**src/rtl/core/eqt_pkg.sv**
```systemverilog
// Shared types, widths and constants for the Euler angle to quaternion block.
package eqt_pkg;

  localparam int AngleW = 18;
  localparam int QuatW  = 16;
  localparam int RotW   = 32;
  localparam int MagW   = 16;

  // Angle units are 1/512 degree once halved: a full turn is 184320 units.
  localparam int HalfTurnUnits = 92160;
  localparam int FullTurnUnits = 184320;
  localparam int QuarterUnits  = 46080;

  // z = round(mag * (pi/4 in Q30) / 23040), split as mag = 960*h + l
  // so that every product stays narrow.
  localparam int unsigned Divisor960 = 960;
  localparam int unsigned KHigh      = 35138119;
  localparam int unsigned KMid       = 36602;
  localparam int unsigned KLow       = 199;
  localparam int unsigned RoundBias  = 480;
  // floor(x / 15) = (x * Recip15) >> DivShift for x below 2993
  localparam int unsigned Recip15    = 8739;
  localparam int          DivShift   = 17;

  localparam logic signed [RotW-1:0] CordicGainQ30 = 32'sd652032874;

  localparam int AtanEntries = 24;
  localparam logic signed [RotW-1:0] AtanQ30 [AtanEntries] = '{
    32'sd843314856, 32'sd497837829, 32'sd263043836, 32'sd133525158,
    32'sd67021686,  32'sd33543515,  32'sd16775850,  32'sd8388437,
    32'sd4194282,   32'sd2097149,   32'sd1048575,   32'sd524287,
    32'sd262143,    32'sd131071,    32'sd65535,     32'sd32767,
    32'sd16383,     32'sd8191,      32'sd4095,      32'sd2047,
    32'sd1023,      32'sd511,       32'sd255,       32'sd127
  };

  // One rotator: cosine in x, sine in y, residual angle in z (all Q30).
  typedef struct packed {
    logic signed [RotW-1:0] x;
    logic signed [RotW-1:0] y;
    logic signed [RotW-1:0] z;
    logic                   flip;
  } rot_t;

  // Index 0 is bank, 1 is attitude, 2 is heading.
  localparam int AxisBank     = 0;
  localparam int AxisAttitude = 1;
  localparam int AxisHeading  = 2;

endpackage

```
**src/rtl/core/eqt_cordic_cell.sv**
```systemverilog
// One CORDIC micro-rotation for all three axes, registered.
module eqt_cordic_cell #(
  parameter int STAGE = 0
) (
  input  logic                clk_i,
  input  logic                en_i,
  input  eqt_pkg::rot_t [2:0] rot_i,
  output eqt_pkg::rot_t [2:0] rot_o
);
  import eqt_pkg::*;

  localparam logic signed [RotW-1:0] Atan = AtanQ30[STAGE];

  rot_t [2:0] rot_d, rot_q;

  always_comb begin
    for (int k = 0; k < 3; k++) begin
      rot_d[k].flip = rot_i[k].flip;
      // rotate toward zero residual angle
      if (!rot_i[k].z[RotW-1]) begin
        rot_d[k].x = rot_i[k].x - (rot_i[k].y >>> STAGE);
        rot_d[k].y = rot_i[k].y + (rot_i[k].x >>> STAGE);
        rot_d[k].z = rot_i[k].z - Atan;
      end else begin
        rot_d[k].x = rot_i[k].x + (rot_i[k].y >>> STAGE);
        rot_d[k].y = rot_i[k].y - (rot_i[k].x >>> STAGE);
        rot_d[k].z = rot_i[k].z + Atan;
      end
    end
  end

  always_ff @(posedge clk_i) begin
    if (en_i) begin
      rot_q <= rot_d;
    end
  end

  assign rot_o = rot_q;

endmodule

```
**config.mk**
```make
export PLATFORM = sky130hd
export DESIGN_NAME = eqt_cordic_cell
export DESIGN_NICKNAME = d
export VERILOG_FILES = /design/src/rtl/core/eqt_pkg.sv /design/src/rtl/core/eqt_cordic_cell.sv
export SDC_FILE = /design/constraint.sdc
export NUM_CORES = 1
export LEC_CHECK = 0
export ABC_AREA = 0
export ABC_CLOCK_PERIOD_IN_PS = 4560
export BUFFER_PORTS_ARGS = -buffer_cell sky130_fd_sc_hd__buf_4
export CORE_ASPECT_RATIO = 1.5
export CORE_MARGIN = 2
export CORE_UTILIZATION = 50
export CTS_CLUSTER_DIAMETER = 150
export DETAILED_ROUTE_END_ITERATION = 10
export GPL_TIMING_DRIVEN = 1
export PLACE_DENSITY = 0.87
export SLEW_MARGIN = 0
export SYNTH_ARGS = -nofsm -noshare
export SYNTH_HDL_FRONTEND = slang
export SYNTH_SLANG_ARGS = --single-unit
```
**constraint.sdc**
```tcl
create_clock -name clk_i -period 4.56 [get_ports clk_i]
set_clock_uncertainty 0.2 [all_clocks]
set_input_delay 0.912 -clock clk_i [delete_from_list [all_inputs] [get_ports clk_i]]
set_output_delay 0.912 -clock clk_i [all_outputs]
set_load 0.1 [all_outputs]
```
# After elaboration in Yosys (flattened, before gate mapping)
# Cells that the tools add are included.
# classes
addsub	15
muxes	3
# ops
operator	count
96-bit two-way mux	3
32-bit subtractor	6
32-bit by 31-bit adder with 32-bit output, second input constant	3
32-bit adder	3
32-bit by 31-bit subtractor with 32-bit output, second input constant	3
# totals
ff_bits	291
in_bits	293
out_inout_bits	291
word_cells	30

# Logic depth before layout (Yosys ltp)
# Gate-level depths: netlist (run 1).
# logic_depth
depth_word	2
mapped_depth	15
mapped_depth_nobuf	13

# Worst setup path before layout (run 1)
# Ideal clock, no wire load.
# synth_path
kind	input to register
from	input rot_i[226] (netlist name)
to	register rot_q (netlist bit rot_o[223]) (data pin)
setup_time_ps	262
t_arrival_ps	4261
required_time_ps	4098
path_slack_ps	-164
stages	14
n_path_buf	2
cell_sequence	inv_1 clkbuf_1 buf_1 ha_1 a211oi_1 o211ai_1 a31oi_1 a31oi_1 and4_1 o31a_1 o21a_1 a221oi_2 o21bai_1 xor2_1
# synth_lines
element	line	rtl
start: declaration	eqt_cordic_cell.sv:7	input eqt_pkg::rot_t [2:0] rot_i,
end signal: assignment	eqt_cordic_cell.sv:34	rot_q <= rot_d;
end: declaration	eqt_cordic_cell.sv:14	rot_t [2:0] rot_d, rot_q;

==> impl_results.md, run 1 <==
- Gate power share: 52.6%
- Antenna violations before repair: 17
- 1st-iter DRT viols: 2006
- Hold wc startpoint: rot_i[194]
- Syn_nets: 3802
- Number of synthesized register bits: 288
- Crit path cell chain: buf_4, inv_1, ha_1, nor3_1, nand3_1, a2111oi_0, o31ai_1, nand3_1, o21ai_0, o21ai_0, o311ai_0, xnor2_1
- GRT overflow: 0
- Worst slack at placement: -149 ps
- Clock power share: 20.3%
- Int Power: 6.92 mW
- Filler instances: 4560
- Cts hold-fix bufs: 0
- Core Region: 54800 um2
- Drt total wl: 95800 um
- Finished Layout Cells: 4479
- Critical path type: in -> reg
- Number of global-route vias before repair: 26.3k
- Worst setup SP type: primary input
- Die Width: 196 um
- Seq/Total Area, Yosys: 31.2%
- Postcts setup bufs: 0
- Commonest non-fill, non-tap cell in the layout: buf_4
- Final WS setup: 128 ps
- Psw: 6.64 mW
- WHS: 334 ps
- Minimum clock period: 4430 ps
- Die area: 57300 um2
- Fin crit share: 97.2%
- Final setup viols: 0
- Main synth FF type: edfxtp_1
- GRT Overall Usage: 32.1%
- Post-cts sizing count: 0
- Tightest Pin Transition: 1320 ps
- Die Span Y: 292 um
- Final number of hold-violating endpoints: 0
- Starting Density: 50.6%
- Area growth, synth to finish: 24.3%
- Async SR Flop Fraction: 0%
- Pwr/cell area: 394 nW/um2
- Register share of total power: 27.1%
- Avg WL per Cell: 21.4 um
- Syn Inst Count: 3134
- Netlist cell types: 80
- Min-Delay Path Class: in -> reg
- DRC Markers: 0
- Fmax: 0.226 GHz
- H-Tree Depth: 2
- Synth Area per Inst: 8.84 um2
- Vias: 26.8k
- DRT antenna net count: 0
- Max_slew headroom: 9.79%
- GPL Wtd Cong: 1.01
- First-pass GRT wire length: 145000 um
- Mapped Area: 27700 um2
- Top cells by area, synth: edfxtp_1, ha_1, a21oi_1
- Worst Hold End: rot_o[194]
- Setup crit end kind: flip-flop
- Cts bufs inserted: 35
- RSZ-0062 raised after global routing: no
- Initial DRT Pass Iterations: 8
- # nets final: 4411
- Req. time, crit path: 4640 ps
- Sw Share: 49.0%
- Clk sinks: 288
- Static leakage power: 15.9 nW
- Layout cells sized above 1: 20.8%
- Max-slew violation count: 0
- Largest net degree at the start of global routing: 115
- Placed cell count: 4401
- Peak supply drop: 319 uV
- Worst-path clk slew: 60 ps
- I/O Buffers: 583
- HPWL after detailed placement: 76300 um
- Cell row count: 105
- Most frequent cells in the layout: buf_4, a21oi_1, ha_1
- Slowest CP cell: a2111oi_0
- CTS Buffer Depth: 3
- Outcome: finished, final reports clean
- Hold depth: 1
- TritonCTS clock tree: built
- Post-synth top area share: 31.2%
- Yosys warns: 0
- Area leader, netlist: edfxtp_1
- IO Pins: 584
- Number of synthesized flops with an enable pin: 288
- CP delay by family, top: compound AO/OA/AOI/OAI gates
- Crit path DAT: 4520 ps
- Crit Path Max Fanout: 13
- CTS Root Cell: clkbuf_16
- Max reg flops: 288
- Vias/cell: 5.98
- Worst Path Buf+Inv: 2
- Max-cap viol count: 0
- Max incr delay on CP: 1100 ps
## power by group through the flow
stage | clock network [mW] | registers, mW | logic [mW]
global route | 2.87 | 3.71 | 7.44
floorplan | 0 | 6.79 | 2.14
CTS | 2.79 | 3.69 | 7.07
global placement | 0 | 3.73 | 6.99
detailed placement | 0 | 3.73 | 7.04
finish | 2.75 | 3.68 | 7.14
## worst max-delay path by stage
stage	start	end	depth (start not counted)
finish	rot_i[47]	rot_o[64]	12
global route	rot_i[47]	rot_o[64]	12
CTS	rot_i[47]	rot_o[64]	12
detailed placement	rot_i[47]	rot_o[64]	12
global placement	rot_i[47]	rot_o[64]	12
floorplan	rot_i[226]	rot_o[223]	14
## Yosys cell counts (9+ instances only)
| library cell | number |
|---|---|
| a21oi_1 | 364 |
| ha_1 | 363 |
| inv_1 | 303 |
| edfxtp_1 | 288 |
| nor2_1 | 246 |
| xnor2_1 | 192 |
| o21ai_0 | 176 |
| nand2_1 | 126 |
| a21o_1 | 110 |
| clkbuf_1 | 81 |
| nor3_1 | 63 |
| xor2_1 | 63 |
| o21bai_1 | 62 |
| nand3_1 | 49 |
| nor2b_1 | 40 |
| mux2i_1 | 37 |
| nand2b_1 | 35 |
| a211oi_1 | 34 |
| nand4_1 | 31 |
| o31ai_1 | 31 |
| o21ai_1 | 27 |
| a31oi_1 | 26 |
| o21a_1 | 25 |
| o211ai_1 | 24 |
| or3_1 | 24 |
| buf_1 | 20 |
| and2_1 | 19 |
| nor4_1 | 17 |
| buf_2 | 16 |
| or2_2 | 15 |
| and3_1 | 12 |
| fa_1 | 12 |
| a2111oi_0 | 11 |
| a221oi_1 | 11 |
| o221ai_1 | 11 |
| a311oi_1 | 10 |
| o31a_1 | 10 |
| a211o_1 | 9 |
| o41ai_1 | 9 |
## area by class of cell
cell class	count	area, um2	area share (%)
diodes	15	37.5	0.109
well taps	695	870	2.53
multi-input cells	2406	17300	50.4
clock buffers	48	967	2.81
flip-flops and latches	288	8650	25.1
inverters	317	1190	3.46
clock inverters	15	110	0.320
repair buffers	695	5250	15.3
## cell families after synthesis
logic type	Yosys count	share of synthesized area, %
flip-flops	288	31.2
AO/OA/AOI/OAI	1044	24.0
AND/OR/NAND/NOR	695	12.0
multiplexers	37	1.34
adder cells (fa/ha/maj)	375	17.3
buffers and inverters	440	6.13
XOR/XNOR	255	8.06
## per-stage QoR
stage	power [mW]	area (um2)	TNS (ps)	util, %
after CTS	13.5	34400	0	62.8
after global routing	14.0	34400	0	62.8
after detailed placement	10.8	33300	-162	60.8
after global placement	10.7	33300	-131	60.8
after floorplan	8.93	27700	0	-
final	13.6	34400	0	62.8
## per-layer routing
metal	vias to the layer above	track usage [%]	routed length (um)
met2	1402	58.0	48200
met4	8	22.3	7070
met1	12500	32.3	32300
met3	397	7.76	8200
li1	12500	-	-
met5	-	0	56
Note: power is estimated with default switching activity, not from simulation.
==> inputs of run 2 (changes only) <==
Settings changed: CORE_ASPECT_RATIO 1.5 to 2.
==> impl_results.md, run 2 (same netlist as run 1, synthesis figures left out) <==
- Fin crit share: 95.8% (was 97.2%)
- Most frequent cells in the layout: buf_4, a21oi_1, ha_1 (unchanged)
- Tightest Pin Transition: 950 ps (was 1320 ps)
- Fmax: 0.229 GHz (was 0.226 GHz)
- GRT Overall Usage: 35.2% (was 32.1%)
- Worst-path clk slew: 60 ps (about the same)
- Min-Delay Path Class: in -> reg (unchanged)
- DRC Markers: 0 (unchanged)
- Finished Layout Cells: 4524 (was 4479)
- IO Pins: 584 (unchanged)
- Critical path type: in -> reg (unchanged)
- Final number of hold-violating endpoints: 0 (unchanged)
- DRT antenna net count: 0 (unchanged)
- I/O Buffers: 583 (unchanged)
- Max-cap viol count: 0 (unchanged)
- Vias: 27.2k (was 26.8k)
- Final WS setup: 191 ps (was 128 ps)
- Req. time, crit path: 4690 ps (was 4640 ps)
- Worst slack at placement: -130 ps (was -149 ps)
- Minimum clock period: 4370 ps (was 4430 ps)
- Cts bufs inserted: 29 (was 35)
- Dpl cell area: 33500 um2 (was 33300 um2)
- CTS Root Cell: clkbuf_16 (unchanged)
- # nets final: 4421 (was 4411)
- Design Area, Final: 34400 um2 (about the same)
- GPL Wtd Cong: 1.03 (was 1.01)
- Avg WL per Cell: 23.4 um (was 21.4 um)
- Max reg flops: 288 (unchanged)
- TritonCTS clock tree: built (unchanged)
- Antenna violations before repair: 10 (was 17)
- H-Tree Depth: 1 (was 2)
- Die Width: 170 um (was 196 um)
- Crit Path Max Fanout: 5 (was 13)
- Placed cell count: 4466 (was 4401)
- CTS Buffer Depth: 3 (unchanged)
- Drt total wl: 106000 um (was 95800 um)
- Final setup viols: 0 (unchanged)
- Worst Hold End: rot_o[1] (was rot_o[194])
- Core Region: 55100 um2 (was 54800 um2)
- Vias/cell: 6.01 (was 5.98)
- Max_slew headroom: 36.2% (was 9.79%)
- Hold depth: 1 (unchanged)
- Commonest non-fill, non-tap cell in the layout: buf_4 (unchanged)
- Area growth, synth to finish: 24.3% (about the same)
- Layout cells sized above 1: 20.9% (was 20.8%)
- Crit path DAT: 4500 ps (was 4520 ps)
- Post-cts sizing count: 0 (unchanged)
- Static leakage power: 15.9 nW (about the same)
- HPWL after detailed placement: 84500 um (was 76300 um)
- Initial DRT Pass Iterations: 6 (was 8)
- Cell row count: 122 (was 105)
- Largest net degree at the start of global routing: 86 (was 115)
- RSZ-0062 raised after global routing: no (unchanged)
- Peak supply drop: 403 uV (was 319 uV)
- Pwr/cell area: 389 nW/um2 (was 394 nW/um2)
- Outcome: finished, final reports clean (unchanged)
- Hold wc startpoint: rot_i[1] (was rot_i[194])
- Number of global-route vias before repair: 27.1k (was 26.3k)
- Die area: 57400 um2 (was 57300 um2)
- Setup crit end kind: flip-flop (unchanged)
- Cts hold-fix bufs: 0 (unchanged)
- 1st-iter DRT viols: 2138 (was 2006)
- Postcts setup bufs: 0 (unchanged)
- First-pass GRT wire length: 153000 um (was 145000 um)
- Max-slew violation count: 0 (unchanged)
- Worst setup SP type: primary input (unchanged)
- GRT overflow: 0 (unchanged)
- Starting Density: 50.3% (was 50.6%)
- Die Span Y: 337 um (was 292 um)
- Clk sinks: 288 (unchanged)
==> run 2: cell types whose count changed in the layout (fill, tap and decap cells not counted), sizes merged <==
cell / delta
diode: -8
inv: +2
clkbuf: -10
clkinv: -4
buf: +16
clkinvlp: -1
bufinv: +1
==> run 2: cell type report <==
| class | instances | area (um2) |
|---|---|---|
| Clock buffer | 38 | 759 |
| Multi-Input combinational cell | 2406 | 17300 |
| Tap cell | 744 | 931 |
| Clock inverter | 13 | 129 |
| Timing Repair Buffer | 711 | 5400 |
| Fill cell | 4716 | 20700 |
| Inverter | 317 | 1190 |
| Antenna cell | 7 | 17.5 |
| Sequential cell | 288 | 8650 |
==> run 2: worst max-delay path by stage <==
stage                           from         end  slack [ps]  depth (start not counted)
after global routing      rot_i[228]  rot_o[256]         150                         13
after global placement    rot_i[228]  rot_o[256]        -120                         13
after CTS                 rot_i[228]  rot_o[256]         500                         13
after floorplan           rot_i[226]  rot_o[223]         110                         14
after detailed placement  rot_i[228]  rot_o[256]        -130                         13
final                     rot_i[228]  rot_o[256]         190                         13
==> run 2: critical path: stages <==
cell      delay, ps
buf_4           140
buf_4           160
ha_1            210
or2_2           270
o211ai_1        250
a31oi_1         260
a311oi_1        740
o221ai_1        390
nand3_1         370
a21oi_1         160
nor2b_1         330
o22ai_1         140
xnor2_1         150
==> run 2: power breakdown <==
part	internal (mW)	total (mW)	switching [mW]
combinational	1.89	7.30	5.41
clock	1.28	2.40	1.12
sequential	3.51	3.68	0.166
total	6.69	13.4	6.69
==> run 2: through the flow <==
step	setup TNS, ps	power, mW	utilization [%]	hold WS, ps
finish	0	13.4	62.5	286
global route	0	13.8	62.5	264
CTS	0	13.3	62.4	255
detailed placement	-716	10.9	60.8	891
global placement	-588	10.9	60.8	890
floorplan	0	8.93	-	811
==> run 2: routing by layer <==
metal | part of all wire, % | GRT usage (%)
met4 | 8.4 | 25.6
met5 | 0.049 | 0
met1 | 33 | 34.4
met3 | 7.3 | 7.13
met2 | 51 | 65.0
