### config.mk
export PLATFORM = sky130hd
export DESIGN_NAME = eqt_angle_prep
export DESIGN_NICKNAME = d
export VERILOG_FILES = /design/src/rtl/core/eqt_pkg.sv /design/src/rtl/core/eqt_angle_prep.sv
export SDC_FILE = /design/constraint.sdc
export NUM_CORES = 1
export LEC_CHECK = 0
export BUFFER_PORTS_ARGS = -buffer_cell sky130_fd_sc_hd__buf_2
export CAP_MARGIN = 20
export CORE_UTILIZATION = 60
export CTS_BUF_LIST = sky130_fd_sc_hd__clkbuf_8
export CTS_CLUSTER_SIZE = 10
export DETAILED_ROUTE_END_ITERATION = 8
export GPL_ROUTABILITY_DRIVEN = 0
export PLACE_DENSITY = 0.88
export SLEW_MARGIN = 40
export SYNTH_ARGS = -nofsm -noshare
export SYNTH_HDL_FRONTEND = slang
export SYNTH_SLANG_ARGS = --single-unit
### constraint.sdc
create_clock -name clk_i -period 15.05 [get_ports clk_i]
set_clock_uncertainty 0.15 [all_clocks]
set_input_delay 3.01 -clock clk_i [delete_from_list [all_inputs] [get_ports clk_i]]
set_output_delay 3.01 -clock clk_i [all_outputs]
set_load 0.005 [all_outputs]
### src/rtl/core/eqt_pkg.sv
// Shared types, widths and constants for the Euler angle to quaternion block.
package eqt_pkg;

  localparam int AngleW = 18;
  localparam int QuatW  = 16;
  localparam int RotW   = 32;
  localparam int MagW   = 16;

  // Angle units are 1/512 degree once halved: a full turn is 184320 units.
  localparam int HalfTurnUnits = 92160;
  localparam int FullTurnUnits = 184320;
  localparam int QuarterUnits  = 46080;

  // z = round(mag * (pi/4 in Q30) / 23040), split as mag = 960*h + l
  // so that every product stays narrow.
  localparam int unsigned Divisor960 = 960;
  localparam int unsigned KHigh      = 35138119;
  localparam int unsigned KMid       = 36602;
  localparam int unsigned KLow       = 199;
  localparam int unsigned RoundBias  = 480;
  // floor(x / 15) = (x * Recip15) >> DivShift for x below 2993
  localparam int unsigned Recip15    = 8739;
  localparam int          DivShift   = 17;

  localparam logic signed [RotW-1:0] CordicGainQ30 = 32'sd652032874;

  localparam int AtanEntries = 24;
  localparam logic signed [RotW-1:0] AtanQ30 [AtanEntries] = '{
    32'sd843314856, 32'sd497837829, 32'sd263043836, 32'sd133525158,
    32'sd67021686,  32'sd33543515,  32'sd16775850,  32'sd8388437,
    32'sd4194282,   32'sd2097149,   32'sd1048575,   32'sd524287,
    32'sd262143,    32'sd131071,    32'sd65535,     32'sd32767,
    32'sd16383,     32'sd8191,      32'sd4095,      32'sd2047,
    32'sd1023,      32'sd511,       32'sd255,       32'sd127
  };

  // One rotator: cosine in x, sine in y, residual angle in z (all Q30).
  typedef struct packed {
    logic signed [RotW-1:0] x;
    logic signed [RotW-1:0] y;
    logic signed [RotW-1:0] z;
    logic                   flip;
  } rot_t;

  // Index 0 is bank, 1 is attitude, 2 is heading.
  localparam int AxisBank     = 0;
  localparam int AxisAttitude = 1;
  localparam int AxisHeading  = 2;

endpackage

### src/rtl/core/eqt_angle_prep.sv
// Half-angle reduction and conversion to a Q30 radian seed for one axis.
module eqt_angle_prep (
  input  logic                               clk_i,
  input  logic                               en_i,
  input  logic signed [eqt_pkg::AngleW-1:0]  angle_i,
  output eqt_pkg::rot_t                      rot_o
);
  import eqt_pkg::*;

  localparam int WrapW = AngleW + 1;
  localparam int HW    = 6;
  localparam int LW    = 10;
  localparam int QLowW = 9;
  localparam int PhW   = 31;
  localparam int PlW   = 26;
  localparam int RW    = 18;

  // stage 1: wrap and fold
  logic signed [WrapW-1:0] wrap, fold;
  logic                    flip_d, neg_d;
  logic [MagW-1:0]         mag_d;
  logic [MagW-1:0]         mag_q;
  logic                    flip1_q, neg1_q;

  // stage 2: split into multiples of 960
  logic [23:0]             hprod;
  logic [MagW-1:0]         lfull;
  logic [HW-1:0]           h_d, h_q;
  logic [LW-1:0]           l_d, l_q;
  logic                    flip2_q, neg2_q;

  // stage 3: partial products
  logic [PhW-1:0]          ph_q;
  logic [PlW-1:0]          pl_q;
  logic [RW-1:0]           r_q;
  logic                    flip3_q, neg3_q;

  // stage 4: sum and sign
  logic [25:0]             qprod;
  logic [QLowW-1:0]        qlow;
  logic signed [RotW-1:0]  zmag, z_d, z_q;
  logic                    flip4_q;

  always_comb begin
    wrap   = WrapW'(angle_i);
    flip_d = 1'b0;
    if (wrap > WrapW'(HalfTurnUnits)) begin
      wrap = wrap - WrapW'(FullTurnUnits);
    end else if (wrap < -WrapW'(HalfTurnUnits)) begin
      wrap = wrap + WrapW'(FullTurnUnits);
    end
    fold = wrap;
    if (wrap > WrapW'(QuarterUnits)) begin
      fold   = wrap - WrapW'(HalfTurnUnits);
      flip_d = 1'b1;
    end else if (wrap < -WrapW'(QuarterUnits)) begin
      fold   = wrap + WrapW'(HalfTurnUnits);
      flip_d = 1'b1;
    end
    neg_d = fold[WrapW-1];
    mag_d = neg_d ? MagW'(-fold) : MagW'(fold);
  end

  always_comb begin
    hprod = 24'(mag_q[MagW-1:6]) * 24'(Recip15);
    h_d   = hprod[DivShift +: HW];
    lfull = mag_q - MagW'(h_d) * MagW'(Divisor960);
    l_d   = lfull[LW-1:0];
  end

  always_comb begin
    qprod = 26'(r_q[RW-1:6]) * 26'(Recip15);
    qlow  = qprod[DivShift +: QLowW];
    zmag  = RotW'(ph_q) + RotW'(pl_q) + RotW'(qlow);
    z_d   = neg3_q ? -zmag : zmag;
  end

  always_ff @(posedge clk_i) begin
    if (en_i) begin
      mag_q   <= mag_d;
      flip1_q <= flip_d;
      neg1_q  <= neg_d;

      h_q     <= h_d;
      l_q     <= l_d;
      flip2_q <= flip1_q;
      neg2_q  <= neg1_q;

      ph_q    <= PhW'(h_q) * PhW'(KHigh);
      pl_q    <= PlW'(l_q) * PlW'(KMid);
      r_q     <= RW'(l_q) * RW'(KLow) + RW'(RoundBias);
      flip3_q <= flip2_q;
      neg3_q  <= neg2_q;

      z_q     <= z_d;
      flip4_q <= flip3_q;
    end
  end

  assign rot_o.x    = CordicGainQ30;
  assign rot_o.y    = '0;
  assign rot_o.z    = z_q;
  assign rot_o.flip = flip4_q;

endmodule

* Yosys cells after proc, flatten, opt, wreduce, memory -nomap -nowiden *
Cells that the tools add are included.

operators by class
  add/subtract/negate cells = 10
  $lt $le $gt $ge = 4
  multiply operators = 6
  multiplexer cells = 7

operator list
  kind                                                                                number
  19-bit two-way mux                                                                  4
  31-bit by 26-bit adder with 32-bit output                                           1
  32-bit by 9-bit adder with 32-bit output                                            1
  32-bit two-way mux                                                                  1
  32-bit negation                                                                     1
  6-bit by 26-bit multiplier with 31-bit output (second input constant)               1
  12-bit by 14-bit multiplier with 26-bit output (second input constant)              1
  10-bit by 15-bit multiplier with 25-bit output (second input constant)              1
  10-bit by 14-bit multiplier with 23-bit output (second input constant)              1
  18-bit by 19-bit adder with 19-bit output (second input constant)                   1
  19-bit by 18-bit adder with 19-bit output (second input constant)                   1
  19-bit by 17-bit greater-than comparator with 1-bit output (second input constant)  1
  19-bit by 17-bit less-than comparator with 1-bit output (second input constant)     1
  18-bit by 19-bit subtractor with 19-bit output (second input constant)              1
  19-bit by 18-bit subtractor with 19-bit output (second input constant)              1
  18-bit by 9-bit adder with 18-bit output (second input constant)                    1
  18-bit greater-than comparator (second input constant)                              1
  18-bit less-than comparator (second input constant)                                 1
  10-bit by 8-bit multiplier with 18-bit output (second input constant)               1
  16-bit two-way mux                                                                  1
  16-bit negation                                                                     1
  10-bit subtractor                                                                   1
  6-bit by 4-bit multiplier with 4-bit output (second input constant)                 1
  1-bit two-way mux                                                                   1

storage, ports and cells
  flip-flop bits (word level) = 145
  word-level logic and storage cells = 41
  output and inout port bits = 97

* Longest topological paths before layout *
Gate-level depths: netlist (run 1).

  depth after elaboration = 8
  gate-level depth with buffers = 33
  depth with buffers taken out = 33

* Worst setup path after synthesis (run 1) *
OpenSTA, ideal clock, no wires.

  kind = register to register
  start = register r_q[16]
  end = register z_q[31] (data pin)
  slack = 6.828 ns
  arrival time = 7.809 ns
  stages on the path, launching flop included = 33
  required time = 14.637 ns
  cells stage by stage = edfxtp_1 -> ha_1 -> inv_1 -> fa_1 -> inv_1 -> fa_1 -> inv_1 -> fa_1 -> inv_1 -> ha_1 -> nor2b_1 -> a21oi_1 -> o21ai_0 -> a221oi_1 -> o31ai_1 -> a31oi_1 -> o21ai_0 -> and2_1 -> o21ai_0 -> nand2b_1 -> fa_1 -> ha_1 -> a21o_1 -> a31o_1 -> a21oi_4 -> a21oi_2 -> xor2_1 -> or4_4 -> or3b_4 -> or4b_4 -> or2_1 -> o31ai_2 -> xor2_1

between the ends
  cells in the longest elaborated chain, start to end = 4

ends and longest elaborated chain
  item                                              RTL line              RTL
  from (decl)                                       eqt_angle_prep.sv:35  logic [RW-1:0] r_q;
  from (signal assigned)                            eqt_angle_prep.sv:91  r_q <= RW'(l_q) * RW'(KLow) + RW'(RoundBias);
  12-bit by 14-bit multiplier with 26-bit output *  eqt_angle_prep.sv:72  qprod = 26'(r_q[RW-1:6]) * 26'(Recip15);
  32-bit by 9-bit adder with 32-bit output *        eqt_angle_prep.sv:74  zmag = RotW'(ph_q) + RotW'(pl_q) + RotW'(qlow);
  32-bit negation                                   eqt_angle_prep.sv:75  z_d = neg3_q ? -zmag : zmag;
  32-bit two-way mux *                              eqt_angle_prep.sv:75
  named net z_d[31]                                 eqt_angle_prep.sv:41  logic signed [RotW-1:0] zmag, z_d, z_q;
  to (signal assigned)                              eqt_angle_prep.sv:95  z_q <= z_d;
  to (decl)                                         eqt_angle_prep.sv:41

The timed path passes the listed nets; every way through them passes the cells marked *.
A chain may end at the register's enable or synchronous reset.

* Worst setup path in the final report (run 1) *
Ends and elaborated chain as after synthesis.

==> flow_summary.json, run 1 <==
{
  "clkLatencyLatePin_ns": 0.48,
  "max_freq_mhz": 111,
  "grt_use_total": 0.242,
  "ios": 117,
  "crit_fanout": 5,
  "report.final.slew_viol_count": 0,
  "finalNetCount": 2142,
  "r2r_slack_ns": 6.05,
  "cpPeakStageDelay_ns": 0.55,
  "slew_headroom": 0.438,
  "muxShareOfSynthArea": 0.00246,
  "ys_types": 87,
  "syn_area_um2": 16800,
  "status": "complete, no violations",
  "die_h_um": 169,
  "root_buffer": "clkbuf_8",
  "worstRegToRegCells": 32,
  "synth_adder_area_share": 0.389,
  "hold_depth": 0,
  "wire_per_inst_um": 16.0,
  "drive_gt1_frac": 0.0768,
  "crit_slowest_cell": "or4b_4",
  "cp-endpoint": "z_q[31]$_DFFE_PP_",
  "async_flop_share": 0,
  "num_vias": 11678,
  "drt_wl_total_um": 32800,
  "synth_compound_gate_area_share": 0.118,
  "synth-seq-area-share": 0.248,
  "dr.pass1.iters": 6,
  "ant_nets": 0,
  "start_util": 0.617,
  "viasPerCell": 5.69,
  "clkSinkCount": 139,
  "ys_ff_latch": 139,
  "setup_viol": 0,
  "finalSetupTns_ns": 0,
  "cts_tree": "yes",
  "dp_hpwl_um": 26700,
  "synth.avg_cell_area_um2": 10.4,
  "critPathArrivalTime_ns": 9.10,
  "ys_warn_count": 0,
  "r2r-end": "z_q[31]$_DFFE_PP_",
  "clk_pin_slew_ns": 0.10,
  "drt_iter0_markers": 713,
  "grt_max_degree": 84,
  "crit_start": "r_q[16]$_DFFE_PP_",
  "hold_path.class": "flip-flop to flip-flop",
  "cp.required_ns": 15.15,
  "hold_violations": 0,
  "numCtsBuffers": 17,
  "startpoint_type": "flip-flop",
  "htree_levels": 4,
  "portBuffers": 52,
  "area_delta_synth_final_pct": 4.85,
  "overflow": 0,
  "die_area_um2": 28700,
  "grt_pass1_wl_um": 55300,
  "fp.coreArea_um2": 27300,
  "drc_errors": 0,
  "worstSetupPathType": "flip-flop to flip-flop",
  "antenna_found_initial": 0,
  "ys.flop_type": "edfxtp_1",
  "std_cell_rows": 60,
  "post_cts_buffers": 0,
  "synth_top_family_by_area": "adder cells",
  "n_antenna_cell": 0,
  "clock_path_buffers": 2,
  "rsz0062_at_grt": "no",
  "r2r_start": "r_q[16]$_DFFE_PP_",
  "synth-simple-area-share": 0.0773,
  "synth_xor_area_frac": 0.0771,
  "cts_resized": 0,
  "grt_pass1_vias": 12033,
  "maxCapViolations": 0,
  "final.min_clock_period_ns": 9.00,
  "synthCells": 1610,
  "synth_edf_count": 139,
  "post-route-period-util": 0.598,
  "worstMarginPinSlew_ns": 0.842,
  "holdBufCountCts": 0,
  "crit_path_end_kind": "flip-flop",
  "die_x_um": 169
}
[critical path, delay by kind of cell, from the launching register on]
| kind | cells | cell delay [ns] |
|---|---|---|
| buf+inv | 4 | 0.23 |
| flops | 1 | 0.48 |
| xor+xnor | 1 | 0.09 |
| compound gates | 15 | 3.72 |
| fa+ha+maj | 7 | 2.80 |
| simple gates | 5 | 1.29 |
[final cells by class]
class,instances,area [um^2]
multi-input cells,1207,11400
fillers,1987,9630
inverters,247,927
well taps,372,465
repair buffers,54,285
clock inverters,15,145
flip-flops and latches,139,4170
clock buffers,17,234
[state kept, by name, summed over array words and instances (netlist names)]
signal   count
flip1_q      1
flip2_q      1
flip3_q      1
flip4_q      1
h_q          6
l_q         10
mag_q       16
neg1_q       1
neg2_q       1
neg3_q       1
ph_q        31
pl_q        24
r_q         13
z_q         32
[Yosys cell counts, types with 4 or more instances]
| cell type | number | area [um^2] |
|---|---|---|
| a211o_1 | 4 | 35.0 |
| a211oi_1 | 12 | 90.1 |
| a21boi_0 | 4 | 30.0 |
| a21o_1 | 27 | 203 |
| a21oi_1 | 68 | 340 |
| a31o_2 | 7 | 61.3 |
| a31oi_1 | 16 | 100 |
| and2_1 | 9 | 56.3 |
| and3_1 | 6 | 37.5 |
| buf_4 | 65 | 488 |
| clkbuf_1 | 10 | 37.5 |
| edfxtp_1 | 139 | 4170 |
| fa_1 | 110 | 2200 |
| ha_1 | 346 | 4330 |
| inv_1 | 246 | 923 |
| nand2_1 | 65 | 244 |
| nand2b_1 | 17 | 106 |
| nand3_1 | 19 | 95.1 |
| nand3b_1 | 4 | 30.0 |
| nand4_1 | 8 | 50.1 |
| nor2_1 | 54 | 203 |
| nor2b_1 | 9 | 56.3 |
| nor3_1 | 15 | 75.1 |
| o211ai_1 | 6 | 45.0 |
| o21a_1 | 13 | 97.6 |
| o21ai_0 | 46 | 230 |
| o21ai_1 | 4 | 20.0 |
| o21bai_1 | 19 | 143 |
| o31ai_1 | 15 | 113 |
| o41ai_1 | 4 | 35.0 |
| or2_2 | 11 | 68.8 |
| or3_1 | 10 | 62.6 |
| xnor2_1 | 113 | 990 |
| xor2_1 | 35 | 307 |
[kinds of logic (layout without fill, tap and decap cells)]
logic type,count (synthesis),count (layout)
DFF,139,139
muxes,4,4
buffers and inverters,326,333
xor gates and xnor gates,148,148
other,2,64
AOI/OAI and AO/OA,287,287
adders and majority gates,456,456
and+or+nand+nor,248,248
[per-stage QoR]
| step | utilization | area [um^2] | hold WS, ns | setup slack, ns | std cells |
|---|---|---|---|---|---|
| floorplan | - | 17000 | 0.250 | 6.83 | 1672 |
| finish | 0.647 | 17600 | 0.255 | 6.05 | 2051 |
| global placement | 0.632 | 17200 | 0.251 | 6.42 | 2018 |
| global route | 0.647 | 17600 | 0.277 | 5.46 | 2051 |
| CTS | 0.647 | 17600 | 0.264 | 6.11 | 2051 |
| detailed placement | 0.633 | 17200 | 0.258 | 6.14 | 2019 |
[worst min-delay path by stage]
stage / start / slack, ns / end
3_3_place_gp: mag_q[2]$_DFFE_PP_ / 0.25 / l_q[2]$_DFFE_PP_
3_5_place_dp: neg1_q$_DFFE_PP_ / 0.26 / neg2_q$_DFFE_PP_
4_1_cts: mag_q[1]$_DFFE_PP_ / 0.26 / l_q[1]$_DFFE_PP_
6_report: mag_q[1]$_DFFE_PP_ / 0.26 / l_q[1]$_DFFE_PP_
5_1_grt: mag_q[1]$_DFFE_PP_ / 0.28 / l_q[1]$_DFFE_PP_
2_1_floorplan: flip1_q$_SDFFCE_PP1P_ / 0.25 / flip2_q$_DFFE_PP_
[cells in the final DEF (no fill, tap or decap), drive strengths merged, types with 54 or more instances in the layout]
master,instances
ha,346
inv,258
edfxtp,139
xnor2,113
fa,110
a21oi,72
nand2,65
conb,64
nor2,54
buf,54
[layer usage]
metal | global-route usage | vias to the layer above | wire [um]
met3 | 0.0452 | 96 | 1900
met1 | 0.279 | 5578 | 13000
met2 | 0.442 | 413 | 16900
li1 | - | 5591 | -
met5 | 0 | - | 0
met4 | 0.0956 | 0 | 1020
Power of run 1 is not shown: default switching activity piles up to over one toggle a cycle in this logic, so the estimate is an artifact.
==> run 2: changes to the inputs <==
--- a/config.mk
+++ b/config.mk
@@ -7,12 +7,12 @@
 export LEC_CHECK = 0
 export BUFFER_PORTS_ARGS = -buffer_cell sky130_fd_sc_hd__buf_2
 export CAP_MARGIN = 20
-export CORE_UTILIZATION = 60
+export CORE_UTILIZATION = 58
 export CTS_BUF_LIST = sky130_fd_sc_hd__clkbuf_8
 export CTS_CLUSTER_SIZE = 10
 export DETAILED_ROUTE_END_ITERATION = 8
 export GPL_ROUTABILITY_DRIVEN = 0
-export PLACE_DENSITY = 0.88
+export PLACE_DENSITY = 0.89
 export SLEW_MARGIN = 40
 export SYNTH_ARGS = -nofsm -noshare
 export SYNTH_HDL_FRONTEND = slang
==> constraint.sdc (replaced) <==
create_clock -name clk_i -period 8 [get_ports clk_i]
set_clock_uncertainty 0.15 [all_clocks]
set_input_delay 1.6 -clock clk_i [delete_from_list [all_inputs] [get_ports clk_i]]
set_output_delay 1.6 -clock clk_i [all_outputs]
set_load 0.005 [all_outputs]
==> run 2 against run 1 <==
Against the previous run:
- the run now ends with setup timing left
- critical path depth shrank 1
- die area grew 3.4%
- first-iteration DRC count grew 32%
- register-to-register slack lost 6.5 ns
==> flow_summary.json, run 2 (same netlist as run 1, synthesis figures left out) <==
{
  "placed_cells": 2075,
  "post-route-period-util": 1.06,
  "largest_register_ffs": 32,
  "worstMarginPinSlew_ns": 0.970,
  "cts_tree": "yes",
  "std_cell_rows": 61,
  "maxCapViolations": 0,
  "numCtsBuffers": 17,
  "clock_path_buffers": 2,
  "ant_nets": 0,
  "crit_path_end_kind": "flip-flop",
  "worstSetupPathType": "flip-flop to flip-flop",
  "stdcell_area_um2": 18600,
  "crit_start": "r_q[16]$_DFFE_PP_",
  "rsz0062_at_grt": "yes",
  "drc_errors": 0,
  "drt_iter0_markers": 942,
  "holdBufCountCts": 0,
  "overflow": 0,
  "ios": 117,
  "startpoint_type": "flip-flop",
  "top_layer": "met4",
  "htree_levels": 4,
  "num_vias": 12322,
  "fp.coreArea_um2": 28200,
  "max_freq_mhz": 118,
  "grt_max_degree": 92,
  "dp_hpwl_um": 28000,
  "grt_use_total": 0.248,
  "finalNetCount": 2212,
  "status": "finished, violations left",
  "hold_depth": 0,
  "grt_pass1_wl_um": 58200,
  "stdcell_count": 2127,
  "grt_pass1_vias": 12591,
  "clkLatencyLatePin_ns": 0.49,
  "wire_per_inst_um": 17.6,
  "die_h_um": 172,
  "hold_end": "l_q[5]$_DFFE_PP_",
  "layout_commonest_cell": "ha_1",
  "die_x_um": 172,
  "r2r_slack_ns": -0.45,
  "clkSinkCount": 139,
  "portBuffers": 52,
  "wl_met3_um": 2030,
  "slew_headroom": 0.353,
  "wl_met2_um": 19200,
  "fin_ws_ns": -0.451,
  "crit_slowest_cell": "a311oi_1",
  "hold_start": "mag_q[5]$_DFFE_PP_",
  "start_util": 0.597,
  "mostFrequentLayoutCells": "ha_1 (340), inv_1 (245), edfxtp_1 (139)",
  "viasPerCell": 5.79,
  "setup_viol": 13,
  "root_buffer": "clkbuf_8",
  "worstRegToRegCells": 31,
  "hold_violations": 0,
  "wl_met1_um": 14500,
  "antenna_found_initial": 0,
  "failed_checks": "setup timing",
  "largestRegisters": "z_q (32), ph_q (31), pl_q (24)",
  "cpPeakStageDelay_ns": 0.62,
  "r2r-end": "z_q[31]$_DFFE_PP_",
  "n_antenna_cell": 0,
  "finalSetupTns_ns": -2.97,
  "drive_gt1_frac": 0.146,
  "clk_pin_slew_ns": 0.10,
  "r2r_start": "r_q[16]$_DFFE_PP_",
  "dpl_cell_area_um2": 17700,
  "path_common_cell": "fa_1",
  "critPathArrivalTime_ns": 8.56,
  "dr.pass1.iters": 6,
  "drt_wl_total_um": 37400,
  "hold_path.class": "flip-flop to flip-flop",
  "crit_fanout": 4,
  "report.final.slew_viol_count": 0,
  "cp.required_ns": 8.11,
  "final.min_clock_period_ns": 8.45,
  "area_delta_synth_final_pct": 10.9,
  "fin_hold_ws_ns": 0.264,
  "largest-register": "z_q",
  "die_area_um2": 29700
}
-- run 2: cell types whose count changed in the layout (fill, tap and decap cells not counted), moves of 6 or more --
cell     before  now
ha_4          0    6
buf_6         2    8
ha_1        346  340
o21ai_2       2    9
buf_4         1   64
o21ai_0      46   39
-- run 2: worst max path at each step --
stage	endpoint
after global placement	z_q[31]$_DFFE_PP_
after CTS	z_q[30]$_DFFE_PP_
after floorplan	z_q[31]$_DFFE_PP_
final	z_q[31]$_DFFE_PP_
after detailed placement	z_q[31]$_DFFE_PP_
after global routing	z_q[31]$_DFFE_PP_
-- run 2: layout make-up --
cell class | count | area (um^2)
Timing Repair Buffer | 124 | 841
Clock inverter | 15 | 179
Sequential cell | 139 | 4170
Inverter | 247 | 927
Tap cell | 378 | 473
Multi-Input combinational cell | 1207 | 11800
Fill cell | 1912 | 9520
Clock buffer | 17 | 234
-- run 2: layer usage --
metal / up-vias / track usage
met1: 5961 / 0.280
met4: 0 / 0.118
li1: 5717 / -
met5: - / 0
met2: 500 / 0.457
met3: 144 / 0.0373
-- run 2: metrics by stage --
| step | util | setup slack (ns) |
|---|---|---|
| 2_1_floorplan | - | 0.00213 |
| 3_3_place_gp | 0.627 | -0.217 |
| 3_5_place_dp | 0.628 | -0.490 |
| 4_1_cts | 0.648 | -0.0507 |
| 5_1_grt | 0.662 | -0.706 |
| 6_report | 0.662 | -0.451 |
-- run 2: repair_timing --
item / CTS / global route
pin swaps: 20 / 24
gates resized for setup: 22 / 53
buffers inserted: 5 / 14
setup endpoints to repair: 11 / 15
-- run 2: critical path, delay by kind of cell, from the launching register on --
kind            cells  cell delay (ns)
compound gates     12             2.80
xor+xnor            1             0.09
fa+ha+maj           7             2.76
buf+inv             4             0.49
flops               1             0.42
simple gates        7             1.51
Power of run 2 is left out for the same reason.
